===== src/rtl/lfpd_pkg.sv =====
// Shared types and constants for the line-following PD steering block.
`default_nettype none
package lfpd_pkg;

	localparam int ErrW   = 16;
	localparam int DutyW  = 16;
	localparam int GainW  = 16;
	localparam int LevelW = 14;
	localparam int TickW  = 8;
	localparam int CfgIdxW = 3;
	localparam int CfgDataW = 16;

	localparam int PProdW = GainW + 1 + ErrW;      // 33
	localparam int DProdW = GainW + 1 + ErrW + 1;  // 34
	localparam int SumW   = DProdW + 1;            // 35

	localparam logic signed [ErrW-1:0] CROSS_MARK  = 16'sd25600;
	localparam logic signed [ErrW-1:0] PIVOT_POS   = 16'sd12800;
	localparam logic signed [ErrW-1:0] PIVOT_NEG   = -16'sd12800;
	localparam logic signed [DutyW-1:0] DUTY_MAX   = 16'sd32767;

	localparam logic [GainW-1:0]  RST_PROP_GAIN  = 16'd1200;
	localparam logic [GainW-1:0]  RST_DERIV_GAIN = 16'd1100;
	localparam logic [LevelW-1:0] RST_BASE_DUTY  = 14'd3000;
	localparam logic [LevelW-1:0] RST_PIVOT_DUTY = 14'd4800;
	localparam logic [TickW-1:0]  RST_CROSS_TICKS = 8'd20;

	localparam logic [CfgIdxW-1:0] REG_PROP_GAIN   = 3'd0;
	localparam logic [CfgIdxW-1:0] REG_DERIV_GAIN  = 3'd1;
	localparam logic [CfgIdxW-1:0] REG_BASE_DUTY   = 3'd2;
	localparam logic [CfgIdxW-1:0] REG_PIVOT_DUTY  = 3'd3;
	localparam logic [CfgIdxW-1:0] REG_CROSS_TICKS = 3'd4;

	typedef enum logic [1:0] {
		MODE_PD    = 2'd0,
		MODE_CROSS = 2'd1,
		MODE_PIVOT = 2'd2
	} drive_mode_t;

	typedef struct packed {
		logic [GainW-1:0]  prop_gain;
		logic [GainW-1:0]  deriv_gain;
		logic [LevelW-1:0] base_duty;
		logic [LevelW-1:0] pivot_duty;
		logic [TickW-1:0]  crossing_ticks;
	} lfpd_cfg_t;

	typedef struct packed {
		drive_mode_t              mode;
		logic signed [DutyW-1:0]  fix_left;
		logic signed [DutyW-1:0]  fix_right;
		logic signed [PProdW-1:0] p_prod;
		logic signed [DProdW-1:0] d_prod;
	} lfpd_mid_t;

endpackage
`default_nettype wire


===== src/rtl/lfpd_finish.sv =====
// Second stage: PD sum, truncating scale, base offset and saturation in PD mode; other modes pass the fixed duties.
`default_nettype none
module lfpd_finish import lfpd_pkg::*; (
	input  wire lfpd_mid_t              mid,
	input  wire logic [LevelW-1:0]      base_duty,
	output logic signed [DutyW-1:0]     left_duty,
	output logic signed [DutyW-1:0]     right_duty,
	output drive_mode_t                 drive_mode
);

	localparam int CorrW = SumW - 8;
	localparam int WideW = CorrW + 1;

	logic signed [SumW-1:0]  sum;
	logic signed [SumW-1:0]  biased;
	logic signed [CorrW-1:0] corr;
	logic signed [WideW-1:0] base_w;
	logic signed [WideW-1:0] l_w;
	logic signed [WideW-1:0] r_w;

	function automatic logic signed [DutyW-1:0] sat(input logic signed [WideW-1:0] v);
		logic signed [WideW-1:0] hi;
		logic signed [WideW-1:0] lo;
		hi = WideW'(DUTY_MAX);
		lo = -hi;
		if (v > hi)
			sat = DUTY_MAX;
		else if (v < lo)
			sat = -DUTY_MAX;
		else
			sat = v[DutyW-1:0];
	endfunction

	always_comb begin
		sum    = SumW'(mid.p_prod) + SumW'(mid.d_prod);
		biased = sum + (sum[SumW-1] ? SumW'(255) : SumW'(0));
		corr   = CorrW'(biased >>> 8);
		base_w = signed'(WideW'({1'b0, base_duty}));
		l_w    = base_w + WideW'(corr);
		r_w    = base_w - WideW'(corr);
		drive_mode = mid.mode;
		if (mid.mode == MODE_PD) begin
			left_duty  = sat(l_w);
			right_duty = sat(r_w);
		end else begin
			left_duty  = mid.fix_left;
			right_duty = mid.fix_right;
		end
	end

endmodule
`default_nettype wire

===== config.mk =====
export PLATFORM = sky130hd
export DESIGN_NAME = lfpd_finish
export DESIGN_NICKNAME = d
export VERILOG_FILES = /design/src/rtl/lfpd_pkg.sv /design/src/rtl/lfpd_finish.sv
export SDC_FILE = /design/constraint.sdc
export NUM_CORES = 1
export LEC_CHECK = 0
export BUFFER_PORTS_ARGS = -buffer_cell sky130_fd_sc_hd__buf_4
export CORE_MARGIN = 2
export CORE_UTILIZATION = 30
export DETAILED_ROUTE_END_ITERATION = 12
export RECOVER_POWER = 50
export SYNTH_ARGS = -nofsm -noshare
export SYNTH_HDL_FRONTEND = slang
export SYNTH_SLANG_ARGS = --single-unit
export TNS_END_PERCENT = 30

===== constraint.sdc =====
create_clock -name vclk -period 14.4
set_input_delay 1.44 -clock vclk [all_inputs]
set_output_delay 1.44 -clock vclk [all_outputs]
set_load 0.01 [all_outputs]

==> impl_metrics.ini, run 1 <==
[run_status]
status = finished, violations left
violations = capacitance limit, slew limit

[floorplanning]
rows = 52
die_area_um2 = 21400
core-area_um2 = 20000
fp.dieW_um = 146
die_h_um = 146
start_util_pct = 30.3
io_pins = 149

[timing]
maxSlewViolCount = 15
hold_viol_final = 0
layout_setup_ws_ns = 1.69
layout_min_cycle_time_ns = 12.71
tightest_slew_ns = 2.22
slew_headroom_pct = -50.2
fin_crit_sh_pct = 88.3
fin_tns_setup_ns = 0
setup-violations-final = 0
max_freq_ghz = 0.0787
rsz0062_at_grt = false

[layout]
finish.utilization_pct = 36.4
layout.nets = 1204
seqCellArea_um2 = 0
antenna_cells = 0
n_clock_buffer = 0
syn_to_final_growth_pct = 20.1
design.seq.count = 0
fin_cells = 1285
drive_above_1_share_pct = 17.4

[placement]
place_hpwl_um = 17600
place_inst = 1285
numPortBuffers = 149
gp_congestion = 0.880
place_ws_ns = 2.60

[synthesis]
yosysWarnings = 0
syn_nets = 1088
yosysSeqAreaShare_pct = 0
netlist-cell-type-count = 91
synth_area_leaders = ha_1 14%, xnor2_1 7.2%, a21oi_1 6.4%
synth_top_area_share_pct = 14.2
synth_area_per_cell_um2 = 6.73
yosys.area.top_type = ha_1
netlist_instances = 901
syn_area_um2 = 6070

[critical_path]
startpoint_type = input pin
crit_required_ns = 12.96
crit_buf_inv = 4
max_stage_delay_ns = 1.79
crit_top_cell = o21bai_1
cp_max_fo = 14
critPathKind = in2out
endpoint_kind = primary output
cp_slowest_cell = o41ai_1
crit_family = compound AO/OA/AOI/OAI gates
arrival_ns = 11.27

[route]
viasPerCell = 5.52
via_count = 7096
ant_nets = 0
totalWireLength_um = 20400
route.detailed.drc = 0
drtIter0Drc = 460
wl_per_cell_um = 15.9
firstDrtPassIters = 7

[power]
intPower_uw = 221
pwr-share-seq_pct = 0
p_sw_share_pct = 61.0
p_sw_uw = 346
power_frac_comb_pct = 100.0
p_per_area_nw_per_um2 = 77.9
p_clk_share_pct = 0
cellLeakagePower_uw = 0.00305
power.ir.vdd_worst_mv = 0.0318

[worst_hold_path]
hold_path_startpoint = mid[100]
hold_depth = 2
min_path_type = in2out
hold_path_end = drive_mode[1]

[global_route]
grt_max_degree = 20
overflow = 0
grt_pass1_vias = 6465
track_usage_pct = 17.9
grt_pass1_wl_um = 32800
antenna_found_initial = 0

[cts]
ctsHoldBuffers = 0
cts_resized = 0
cts_setup_buffers = 0

[flow_run]
maxCapViolations = 1
==> cells by family (layout without fill, tap and decap cells) <==
kind of cell             Yosys count  after routing  share of synthesized area (%)
AO/OA/AOI/OAI                    322            322                           37.5
adder cells (fa/ha/maj)           73             73                           15.4
buffers and inverters             88            202                           6.13
AND/OR/NAND/NOR                  344            344                           29.8
XOR/XNOR                          70             70                           10.4
multiplexers                       4              4                          0.681
==> cell usage in the layout (no fill, tap or decap), drive strengths merged, types with 20 or more instances in the layout <==
master	netlist	final
nand3	29	29
nand2	70	70
a21oi	77	77
o211ai	23	23
a21o	21	21
xnor2	51	51
o21bai	21	21
nor3	40	40
o21ai	56	56
nor2	86	86
a211oi	20	20
inv	52	52
buf	17	139
ha	69	69
==> layout make-up <==
| type | instances | area, µm² |
|---|---|---|
| multi-input combinational | 813 | 5670 |
| timing repair buffer | 150 | 1080 |
| fill | 2229 | 12800 |
| tap | 270 | 338 |
| inverter | 52 | 195 |
==> power by group through the flow <==
stage / registers, µW / logic [µW] / clock network (µW)
final: 0 / 568 / 0
after global routing: 0 / 626 / 0
after CTS: 0 / 567 / 0
after detailed placement: 0 / 564 / 0
after global placement: 0 / 562 / 0
after floorplan: 0 / 404 / 0
==> synth_stat cells (all sizes together), types with 13 or more instances <==
cell and instances:
nand2 70, or3 13, nand3 29, nor3 40, ha 69, nand4 19
clkbuf 19, o21bai 21, xnor2 51, o21ai 56, o21a 16, a211oi 20
buf 17, nor4 16, o211ai 23, inv 52, a31oi 15, xor2 19
nor2 86, a21o 21, a21oi 77
==> metrics by stage <==
step | total power (µW) | hold slack (ns) | area (µm²)
floorplan | 404 | 2.97 | 6070
global placement | 562 | 3.07 | 7350
detailed placement | 564 | 3.08 | 7350
CTS | 567 | 3.07 | 7350
global route | 626 | 3.11 | 7280
finish | 568 | 3.11 | 7280
==> metal layers <==
layer | track usage, % | vias to the layer above | wire length, µm
met2 | 29.9 | 228 | 8880
met5 | 0 | - | 0
met1 | 26.2 | 3211 | 10100
li1 | - | 3643 | -
met3 | 1.44 | 14 | 1250
met4 | 1.46 | 0 | 174
==> worst max-delay path by stage <==
stage | startpoint | endpoint | cells past startpoint | slack (ns)
finish | mid[0] | right_duty[2] | 33 | 1.69
floorplan | mid[0] | left_duty[0] | 35 | 3.88
global placement | mid[0] | left_duty[0] | 35 | 2.75
CTS | mid[0] | left_duty[0] | 35 | 2.60
global route | mid[0] | right_duty[2] | 36 | 0.95
detailed placement | mid[0] | left_duty[0] | 35 | 2.60
Note: power is estimated with default switching activity, not from simulation.
==> inputs of run 2 (changes only) <==
REMOVE_ABC_BUFFERS = 1   (was unset)
==> run 2 against run 1 <==
The run now ends clean. Flip-flop and latch count stayed put. Sequential share of layout area is the same. First-iteration DRC count fell by 4.1%. Die area stayed put. Clock-buffer cell count unchanged. Cell count is the same. Design area grew 0.22%. Worst setup slack improved by 0.80 ns. Via count is essentially flat. Hold slack is essentially flat. Core utilization up 0.081 points. Critical endpoint is now left_duty[0]. Largest cell class unchanged.
==> impl_metrics.ini, run 2 (synthesis gave the netlist of run 1 again) <==
[critical_path]
startpoint_type = input pin
arrival_ns = 10.47
max_stage_delay_ns = 0.55
cp_slowest_cell = or4_4
crit_start = mid[0]
critPathKind = in2out
cp_max_fo = 15
crit_buf_inv = 4
crit_family = compound AO/OA/AOI/OAI gates
endpoint_kind = primary output
crit_required_ns = 12.96

[power]
p_sw_share_pct = 59.9
cellLeakagePower_uw = 0.00309
power.ir.vdd_worst_mv = 0.0213
p_clk_share_pct = 0
p_sw_uw = 331
p_per_area_nw_per_um2 = 75.8
intPower_uw = 222
pwr-share-seq_pct = 0
power_frac_comb_pct = 100.0

[floorplanning]
io_pins = 149
die_h_um = 146
rows = 52
fp.dieW_um = 146
core-area_um2 = 20000
die_area_um2 = 21400
start_util_pct = 30.3

[global_route]
grt_max_degree = 20
track_usage_pct = 17.5
antenna_found_initial = 0
top_usage_layer = met2
use_met1_pct = 26.2
grtUsageMet2_pct = 28.8
grt_pass1_vias = 6443
globalRouteMet3Util_pct = 1.03
overflow = 0
grt_pass1_wl_um = 32200

[route]
firstDrtPassIters = 5
via_count = 7092
ant_nets = 0
route.detailed.drc = 0
drtIter0Drc = 441
viasPerCell = 5.52
wl_per_cell_um = 15.3
totalWireLength_um = 19700

[run_status]
status = finished clean

[worst_hold_path]
hold_path_startpoint = mid[100]
min_path_type = in2out

[timing]
fin_tns_setup_ns = 0
fin_crit_sh_pct = 82.7
hold_viol_final = 0
rsz0062_at_grt = false
whs_ns = 3.11
setup-violations-final = 0
max_freq_ghz = 0.0839
slew_headroom_pct = 11.8
tightest_slew_ns = 1.31
layout_setup_ws_ns = 2.49
maxSlewViolCount = 0
layout_min_cycle_time_ns = 11.91

[placement]
place_hpwl_um = 17000
numPortBuffers = 149
gp_congestion = 0.896
post_dp_cell_area_um2 = 7350
place_ws_ns = 2.72

[layout]
n_clock_buffer = 0
final_cell_mix = 142 x buf_4, 85 x nor2_1, 77 x a21oi_1, 70 x nand2_1, 69 x ha_1
final_common_cell = buf_4
layout.nets = 1204
seqCellArea_um2 = 0
antenna_cells = 0
design.seq.count = 0
final_area_um2 = 7300
drive_above_1_share_pct = 17.5
finish.utilization_pct = 36.4
syn_to_final_growth_pct = 20.4

[cts]
cts_setup_buffers = 0
ctsHoldBuffers = 0
cts_resized = 0

[flow_run]
maxCapViolations = 0
[run 2: cell types whose count changed in the layout (fill, tap and decap cells not counted), sizes merged]
cell,previous run,this run
buf,139,142
clkbuf,11,8
[run 2: cell type report]
cell class                 instances  area [µm²]
fill                            2208       12700
inverter                          52         195
multi-input combinational        813        5670
tap                              270         338
timing repair buffer             150        1100
[run 2: worst paths after layout]
kind,endpoint,cells after the start
max,left_duty[0],34
min,drive_mode[1],2
[run 2: power by group through the flow]
stage | sequential [µW] | clock [µW] | combinational, µW
6_report | 0 | 0 | 553
2_1_floorplan | 0 | 0 | 399
3_5_place_dp | 0 | 0 | 549
5_1_grt | 0 | 0 | 616
3_3_place_gp | 0 | 0 | 546
4_1_cts | 0 | 0 | 552
[run 2: metrics by stage]
step / power [µW] / std cells
floorplan: 399 / 865
detailed placement: 549 / 1285
CTS: 552 / 1285
finish: 553 / 1285
global placement: 546 / 1285
global route: 616 / 1285
[run 2: routing by layer]
| metal | up-vias | wire length (µm) |
|---|---|---|
| met4 | 0 | 99 |
| li1 | 3640 | - |
| met3 | 4 | 1020 |
| met2 | 225 | 8620 |
| met5 | - | 0 |
| met1 | 3223 | 9940 |
