**config.mk**
```make
export PLATFORM = sky130hd
export DESIGN_NAME = lfpd_decide
export DESIGN_NICKNAME = d
export VERILOG_FILES = /design/src/rtl/lfpd_pkg.sv /design/src/rtl/lfpd_decide.sv
export SDC_FILE = /design/constraint.sdc
export NUM_CORES = 1
export LEC_CHECK = 0
export CORE_ASPECT_RATIO = 1.4
export CORE_MARGIN = 10
export CORE_UTILIZATION = 61
export CTS_BUF_LIST = sky130_fd_sc_hd__clkbuf_8
export DETAILED_ROUTE_END_ITERATION = 8
export DONT_BUFFER_PORTS = 1
export PLACE_DENSITY_LB_ADDON = 0.15
export SKIP_CTS_REPAIR_TIMING = 1
export SYNTH_ARGS = -nofsm -noshare
export SYNTH_HDL_FRONTEND = slang
export SYNTH_SLANG_ARGS = --single-unit
```
**constraint.sdc**
```tcl
create_clock -name clk -period 9.7 [get_ports clk]
set_input_delay 1.94 -clock clk [delete_from_list [all_inputs] [get_ports clk]]
set_output_delay 1.94 -clock clk [all_outputs]
set_load 0.03 [all_outputs]
```
**src/rtl/lfpd_pkg.sv**
```systemverilog
// Shared types and constants for the line-following PD steering block.
`default_nettype none
package lfpd_pkg;

	localparam int ErrW   = 16;
	localparam int DutyW  = 16;
	localparam int GainW  = 16;
	localparam int LevelW = 14;
	localparam int TickW  = 8;
	localparam int CfgIdxW = 3;
	localparam int CfgDataW = 16;

	localparam int PProdW = GainW + 1 + ErrW;      // 33
	localparam int DProdW = GainW + 1 + ErrW + 1;  // 34
	localparam int SumW   = DProdW + 1;            // 35

	localparam logic signed [ErrW-1:0] CROSS_MARK  = 16'sd25600;
	localparam logic signed [ErrW-1:0] PIVOT_POS   = 16'sd12800;
	localparam logic signed [ErrW-1:0] PIVOT_NEG   = -16'sd12800;
	localparam logic signed [DutyW-1:0] DUTY_MAX   = 16'sd32767;

	localparam logic [GainW-1:0]  RST_PROP_GAIN  = 16'd1200;
	localparam logic [GainW-1:0]  RST_DERIV_GAIN = 16'd1100;
	localparam logic [LevelW-1:0] RST_BASE_DUTY  = 14'd3000;
	localparam logic [LevelW-1:0] RST_PIVOT_DUTY = 14'd4800;
	localparam logic [TickW-1:0]  RST_CROSS_TICKS = 8'd20;

	localparam logic [CfgIdxW-1:0] REG_PROP_GAIN   = 3'd0;
	localparam logic [CfgIdxW-1:0] REG_DERIV_GAIN  = 3'd1;
	localparam logic [CfgIdxW-1:0] REG_BASE_DUTY   = 3'd2;
	localparam logic [CfgIdxW-1:0] REG_PIVOT_DUTY  = 3'd3;
	localparam logic [CfgIdxW-1:0] REG_CROSS_TICKS = 3'd4;

	typedef enum logic [1:0] {
		MODE_PD    = 2'd0,
		MODE_CROSS = 2'd1,
		MODE_PIVOT = 2'd2
	} drive_mode_t;

	typedef struct packed {
		logic [GainW-1:0]  prop_gain;
		logic [GainW-1:0]  deriv_gain;
		logic [LevelW-1:0] base_duty;
		logic [LevelW-1:0] pivot_duty;
		logic [TickW-1:0]  crossing_ticks;
	} lfpd_cfg_t;

	typedef struct packed {
		drive_mode_t              mode;
		logic signed [DutyW-1:0]  fix_left;
		logic signed [DutyW-1:0]  fix_right;
		logic signed [PProdW-1:0] p_prod;
		logic signed [DProdW-1:0] d_prod;
	} lfpd_mid_t;

endpackage
`default_nettype wire

```
**src/rtl/lfpd_decide.sv**
```systemverilog
// First stage: mode decision, controller state and the two gain products.
`default_nettype none
module lfpd_decide import lfpd_pkg::*; (
	input  wire logic                   clk,
	input  wire logic                   arst_n,
	input  wire logic                   load,
	input  wire logic signed [ErrW-1:0] err,
	input  wire lfpd_cfg_t              cfg,
	output lfpd_mid_t                   mid_s2
);

	logic [TickW-1:0]       cross_cnt_q;
	logic signed [ErrW-1:0] prev_err_q;

	logic [TickW-1:0]       cnt;
	logic [TickW-1:0]       cnt_next;
	logic signed [ErrW-1:0] prev_next;
	logic signed [ErrW:0]   diff;
	logic signed [DutyW-1:0] base_s;
	logic signed [DutyW-1:0] pivot_s;
	lfpd_mid_t              mid;

	always_comb begin
		cnt       = (err == CROSS_MARK) ? cfg.crossing_ticks : cross_cnt_q;
		cnt_next  = cnt;
		prev_next = prev_err_q;
		base_s    = signed'({2'b00, cfg.base_duty});
		pivot_s   = signed'({2'b00, cfg.pivot_duty});
		diff      = signed'({err[ErrW-1], err} - {prev_err_q[ErrW-1], prev_err_q});
		mid.p_prod = PProdW'(signed'({1'b0, cfg.prop_gain})) * PProdW'(err);
		mid.d_prod = DProdW'(signed'({1'b0, cfg.deriv_gain})) * DProdW'(diff);
		if (cnt != '0) begin
			mid.mode      = MODE_CROSS;
			mid.fix_left  = base_s;
			mid.fix_right = base_s;
			cnt_next      = cnt - TickW'(1);
		end else if (err >= PIVOT_POS || err <= PIVOT_NEG) begin
			mid.mode = MODE_PIVOT;
			if (err <= PIVOT_NEG) begin
				mid.fix_left  = -pivot_s;
				mid.fix_right = pivot_s;
			end else begin
				mid.fix_left  = pivot_s;
				mid.fix_right = -pivot_s;
			end
		end else begin
			mid.mode      = MODE_PD;
			mid.fix_left  = base_s;
			mid.fix_right = base_s;
			prev_next     = err;
		end
	end

	always_ff @(posedge clk or negedge arst_n) begin
		if (!arst_n) begin
			cross_cnt_q <= '0;
			prev_err_q  <= '0;
		end else if (load) begin
			cross_cnt_q <= cnt_next;
			prev_err_q  <= prev_next;
		end
	end

	always_ff @(posedge clk) begin
		if (load) begin
			mid_s2 <= mid;
		end
	end

endmodule
`default_nettype wire

```
==> out/qor.csv, run 1 <==
metric,value,unit
status,finished clean,
tightestPinTransition,1.02,ns
slew_headroom,32.1,%
dr.first_iter.drc_count,1184,
max_freq,0.110,GHz
gp_congestion,0.966,
async_flop_share,19.4,%
syn_area,25900,µm²
io_pins,188,
cts.sinks,124,
crit_fanout,19,
crit_arrival,9.39,ns
grt_pass1_vias,21100,
ctsHtreeMaxLevel,4,
grt_use_total,27.2,%
synth_edf_count,100,
std_cell_rows,89,
skew,0.0264,ns
firstDrtPassIters,8,
grt_overflow,0,
finalSetupViolCount,0,
vias,19800,
min_period,9.10,ns
ys_warn_count,0,
path_class,primary input to flop,
top_layer_used,met4,
clk_pin_slew,0.10,ns
fin_tns_setup,0,ns
die_h,264,µm
avgSynthCellArea,9.02,µm²
synth_top_family_by_area,adder cells,
numCtsBuffers,17,
drive_gt1_share,3.88,%
cts-root-buf,clkbuf_8,
final_antenna_net_count,0,
synth_fp_nets,3628,
met3_length,3420,µm
hpwl,54000,µm
synth-adder-area-share,44.2,%
synth_xor_area_share,2.88,%
antenna_found_initial,1,
synth-seq-cells,124,
min_period_over_period,93.9,%
synth_cell_type_count,88,
end_kind,flop,
synthFlopType,edfxtp_1,
cp-start-kind,primary input,
wl_per_cell,20.7,µm
seq_area_frac_synth,13.9,%
portBuffers,0,
cts_tree,done,
crit_required,9.99,ns
clk_latency,0.50,ns
hold_viol,0,
hold_path.class,flop to flop,
start_util,61.4,%
clockBufferDepth,2,
fin_nets,3529,
rsz0062_at_grt,no,
areaGrowthSynthToFinish,2.90,%
synth.area.mux_share,1.69,%
dieArea,51200,µm²
vias_per_cell,5.94,
wl_met1,23900,µm
postSynthCellCount,2869,
grt_max_degree,117,
maxCapViolCount,0,
synth-compound-area-share,9.55,%
drc,0,
synthSimpleGateAreaFrac,17.3,%
slew_violations,0,
wl_met2,37300,µm
routed_wl,68900,µm
fillers,3583,
grt_first_pass_wirelength,111000,µm
core,42100,µm²
die_x,194,µm
==> metrics by stage <==
| stage | setup WS (ns) | area, µm² | utilization [%] | hold WS (ns) | std cells |
|---|---|---|---|---|---|
| 6_report | 0.597 | 26600 | 63.2 | 0.517 | 3330 |
| 3_5_place_dp | 0.193 | 26200 | 62.2 | 0.496 | 3297 |
| 2_1_floorplan | 0.342 | 25900 | - | 0.479 | 2869 |
| 3_3_place_gp | 0.397 | 26200 | 62.2 | 0.492 | 3297 |
| 5_1_grt | 0.252 | 26600 | 63.2 | 0.524 | 3330 |
| 4_1_cts | 0.745 | 26600 | 63.2 | 0.516 | 3329 |
==> layer usage <==
layer  up-vias  track usage [%]
li1       8979                -
met1      9923             28.3
met2       666             50.3
met3       205             4.02
met4         0             16.5
met5         -                0
==> critical path, cell delays in order <==
cell	delay, ns
ha_1	0.34
a21o_1	0.19
a21o_1	0.19
o21a_1	0.22
o21a_1	0.23
o21a_1	0.28
nor2_1	0.25
buf_12	0.19
nand2_1	0.08
fa_1	0.48
inv_1	0.05
fa_1	0.47
inv_1	0.06
fa_1	0.50
inv_1	0.06
fa_1	0.48
fa_1	0.50
inv_1	0.06
fa_1	0.47
inv_1	0.04
ha_1	0.33
a211oi_1	0.49
o211ai_1	0.20
o211ai_1	0.50
and2_1	0.25
or4b_1	0.43
o311ai_0	0.10
==> path summary, 6_finish.rpt <==
kind                               start             end  slack, ns  cells after the start
setup / recovery                  err[3]      mid_s2[31]       0.60                     27
hold / removal             prev_err_q[2]   prev_err_q[2]       0.52                      1
setup reg to reg           prev_err_q[3]      mid_s2[31]       1.66                     28
hold reg to reg            prev_err_q[2]   prev_err_q[2]       0.52                      1
max in group asynchronous         arst_n  prev_err_q[11]       8.48                      0
min in group asynchronous         arst_n  cross_cnt_q[0]       1.12                      0
==> layout by cell type (no fill, tap or decap), types with 10 or more instances in the layout <==
master and n:
a211oi_1 10, a21o_1 31, a21oi_1 104, a31oi_1 32, and2_1 155, and3_1 32, buf_4 36, clkbuf_8 18
dfrtp_1 24, edfxtp_1 100, fa_1 404, ha_1 268, inv_1 541, mux2i_1 20, nand2_1 336, nand2b_1 37
nand3_1 48, nand4_1 23, nand4b_1 16, nor2_1 108, nor2b_1 50, nor3_1 19, nor3b_1 16, o21a_1 18
o21ai_0 52, o21bai_1 12, o22ai_1 14, o311ai_0 15, xnor2_1 58, xor2_1 27
==> Yosys cell counts, types with 7 or more instances <==
cell	number	area share (%)
a211oi_1	10	0.29
a21o_1	31	0.90
a21oi_1	104	2.0
a31oi_1	32	0.77
and2_1	155	3.7
and3_1	32	0.77
buf_1	9	0.13
buf_2	14	0.27
buf_4	8	0.23
clkbuf_1	122	1.8
dfrtp_1	24	2.3
edfxtp_1	100	12
fa_1	404	31
ha_1	268	13
inv_1	541	7.9
mux2_2	9	0.39
mux2_4	9	0.52
mux2i_1	20	0.77
nand2_1	336	4.9
nand2b_1	37	0.89
nand3_1	48	0.93
nand4_1	23	0.56
nand4b_1	16	0.54
nor2_1	108	1.6
nor2b_1	50	1.2
nor3_1	19	0.37
nor3b_1	16	0.46
o211ai_1	9	0.26
o21a_1	18	0.52
o21ai_0	52	1.0
o21bai_1	12	0.35
o22ai_1	14	0.34
o311a_1	9	0.35
o311ai_0	15	0.51
or3_1	7	0.17
xnor2_1	58	2.0
xor2_1	27	0.91
==> cell families (layout without fill, tap and decap cells) <==
group	count (synthesis)	after routing
multiplexers	38	38
buffers and inverters	698	612
other	0	1
AO/OA/AOI/OAI	368	368
adder cells (fa/ha/maj)	672	672
XOR/XNOR	85	85
AND/OR/NAND/NOR	884	884
flip-flops	124	124
==> sequential cells by signal, summed over array words and instances, names as in the netlist <==
register,count
cross_cnt_q,8
mid_s2,100
prev_err_q,16
==> area by class of cell <==
cell class	instances	area, µm²	share of cell area [%]
inverter	543	2040	7.67
antenna	1	2.50	0.00940
clock buffer	18	248	0.931
timing repair buffer	37	290	1.09
tap	546	683	2.57
sequential	124	3600	13.5
multi-input combinational	2047	19600	73.6
clock inverter	14	171	0.644
Power of run 1 is not shown: default switching activity piles up to over one toggle a cycle in this logic, so the estimate is an artifact.
==> run 2, diff against run 1 <==
--- a/config.mk
+++ b/config.mk
@@ -9,9 +9,11 @@
 export CORE_MARGIN = 10
 export CORE_UTILIZATION = 61
 export CTS_BUF_LIST = sky130_fd_sc_hd__clkbuf_8
+export CTS_CLUSTER_DIAMETER = 50
 export DETAILED_ROUTE_END_ITERATION = 8
 export DONT_BUFFER_PORTS = 1
 export PLACE_DENSITY_LB_ADDON = 0.15
+export REMOVE_ABC_BUFFERS = 1
 export SKIP_CTS_REPAIR_TIMING = 1
 export SYNTH_ARGS = -nofsm -noshare
 export SYNTH_HDL_FRONTEND = slang
==> out/qor.csv, run 2 (synthesis results as in run 1) <==
metric,value,unit,change
start_util,61.4,%,unchanged
antenna_cells,0,,was 1
placed_area,26200,µm²,about the same
ctsHtreeMaxLevel,4,,unchanged
firstDrtPassIters,6,,was 8
fin_tns_setup,0,ns,unchanged
portBuffers,0,,unchanged
dieArea,51200,µm²,unchanged
die_x,194,µm,unchanged
tightestPinTransition,1.00,ns,was 1.02 ns
final_area,26600,µm²,about the same
reg_top3,"mid_s2: 100 flops, prev_err_q: 16 flops, cross_cnt_q: 8 flops",,unchanged
core,42100,µm²,unchanged
fin_nets,3533,,was 3529
largest_reg_flops,100,,unchanged
clk_pin_slew,0.10,ns,about the same
largest-register,mid_s2,,unchanged
setup_slack,0.616,ns,was 0.597 ns
place_ws,0.103,ns,was 0.193 ns
cts-root-buf,clkbuf_8,,unchanged
rr_startpoint,prev_err_q[8],,was prev_err_q[3]
wl_per_cell,20.5,µm,was 20.7 µm
grt_max_degree,117,,unchanged
rsz0062_at_grt,no,,unchanged
max_freq,0.110,GHz,about the same
vias_per_cell,5.98,,was 5.94
min_period,9.08,ns,was 9.10 ns
ff2ff_path_depth,26,,was 28
final_common_cell,inv_1,,unchanged
crit_required,10.01,ns,was 9.99 ns
regToRegEndpoint,mid_s2[31],,unchanged
fillers,3598,,was 3583
most-common-layout-cells,"541 x inv_1, 404 x fa_1, 336 x nand2_1, 268 x ha_1, 155 x and2_1",,unchanged
hold_viol,0,,unchanged
cts_tree,done,,unchanged
final_antenna_net_count,0,,unchanged
numCtsBuffers,17,,unchanged
gp_congestion,0.918,,was 0.966
grt_pass1_vias,21500,,was 21.1k
io_pins,188,,unchanged
maxCapViolCount,0,,unchanged
cts.sinks,124,,unchanged
areaGrowthSynthToFinish,2.91,%,was 2.90%
dr.first_iter.drc_count,1290,,was 1184
r2r_slack,1.69,ns,was 1.66 ns
grt_overflow,0,,unchanged
crit_path_end,mid_s2[31],,unchanged
crit_start,err[8],,was err[3]
vias,19900,,was 19.8k
cp-start-kind,primary input,,unchanged
routed_wl,68200,µm,was 68900 µm
finalSetupViolCount,0,,unchanged
drive_gt1_share,4.02,%,was 3.88%
clockBufferDepth,2,,unchanged
path_class,primary input to flop,,unchanged
status,finished clean,,unchanged
drc,0,,unchanged
std_cell_rows,89,,unchanged
die_h,264,µm,unchanged
grt_use_total,26.8,%,was 27.2%
grt_first_pass_wirelength,111000,µm,about the same
hpwl,54400,µm,was 54000 µm
min_period_over_period,93.7,%,was 93.9%
antenna_found_initial,1,,unchanged
skew,0.0268,ns,was 0.0264 ns
crit_fanout,23,,was 19
end_kind,flop,,unchanged
slew_headroom,33.1,%,was 32.1%
clk_latency,0.51,ns,was 0.50 ns
slew_violations,0,,unchanged
crit_arrival,9.40,ns,was 9.39 ns
hold_path.class,flop to flop,,unchanged
[run 2: worst min path at each step]
stage | cells after the start | end | startpoint | slack [ns]
6_report | 1 | prev_err_q[5] | prev_err_q[5] | 0.51
5_1_grt | 1 | prev_err_q[9] | prev_err_q[9] | 0.53
4_1_cts | 1 | prev_err_q[5] | prev_err_q[5] | 0.52
3_5_place_dp | 1 | prev_err_q[5] | prev_err_q[5] | 0.49
3_3_place_gp | 1 | prev_err_q[15] | prev_err_q[15] | 0.49
2_1_floorplan | 1 | prev_err_q[15] | prev_err_q[15] | 0.48
[run 2: final cells by class]
class,count,area (µm²),share of cell area [%]
timing repair buffer,41,308,1.16
inverter,543,2040,7.67
sequential,124,3600,13.5
clock buffer,17,234,0.879
multi-input combinational,2047,19600,73.5
clock inverter,15,173,0.649
tap,546,683,2.57
[run 2: critical path: stages]
cell,delay (ns)
ha_1,0.36
a21o_1,0.19
a21oi_2,0.15
nand2_1,0.11
a221o_1,0.39
a221oi_4,0.56
buf_4,0.35
nand4b_1,0.11
o311ai_0,0.17
fa_1,0.51
fa_1,0.47
fa_1,0.52
fa_1,0.43
fa_1,0.49
inv_1,0.05
fa_1,0.47
inv_1,0.04
ha_1,0.29
a21o_1,0.19
a31oi_1,0.24
o211ai_1,0.16
o211ai_1,0.45
and2_1,0.24
or4b_1,0.43
o311ai_0,0.09
[run 2: layer usage]
metal | GRT usage [%] | wire length [µm] | vias up
li1 | - | - | 8989
met1 | 28.3 | 24000 | 10000
met2 | 50.2 | 36900 | 724
met3 | 4.20 | 3960 | 188
met4 | 13.4 | 3360 | 0
met5 | 0 | 0 | -
[run 2: per-stage QoR]
step	util [%]	hold WS (ns)	cells
final	63.2	0.513	3333
after global routing	63.2	0.531	3333
after CTS	63.2	0.515	3333
after detailed placement	62.3	0.494	3301
after global placement	62.3	0.489	3301
after floorplan	-	0.479	2714
Power of run 2 is left out for the same reason.
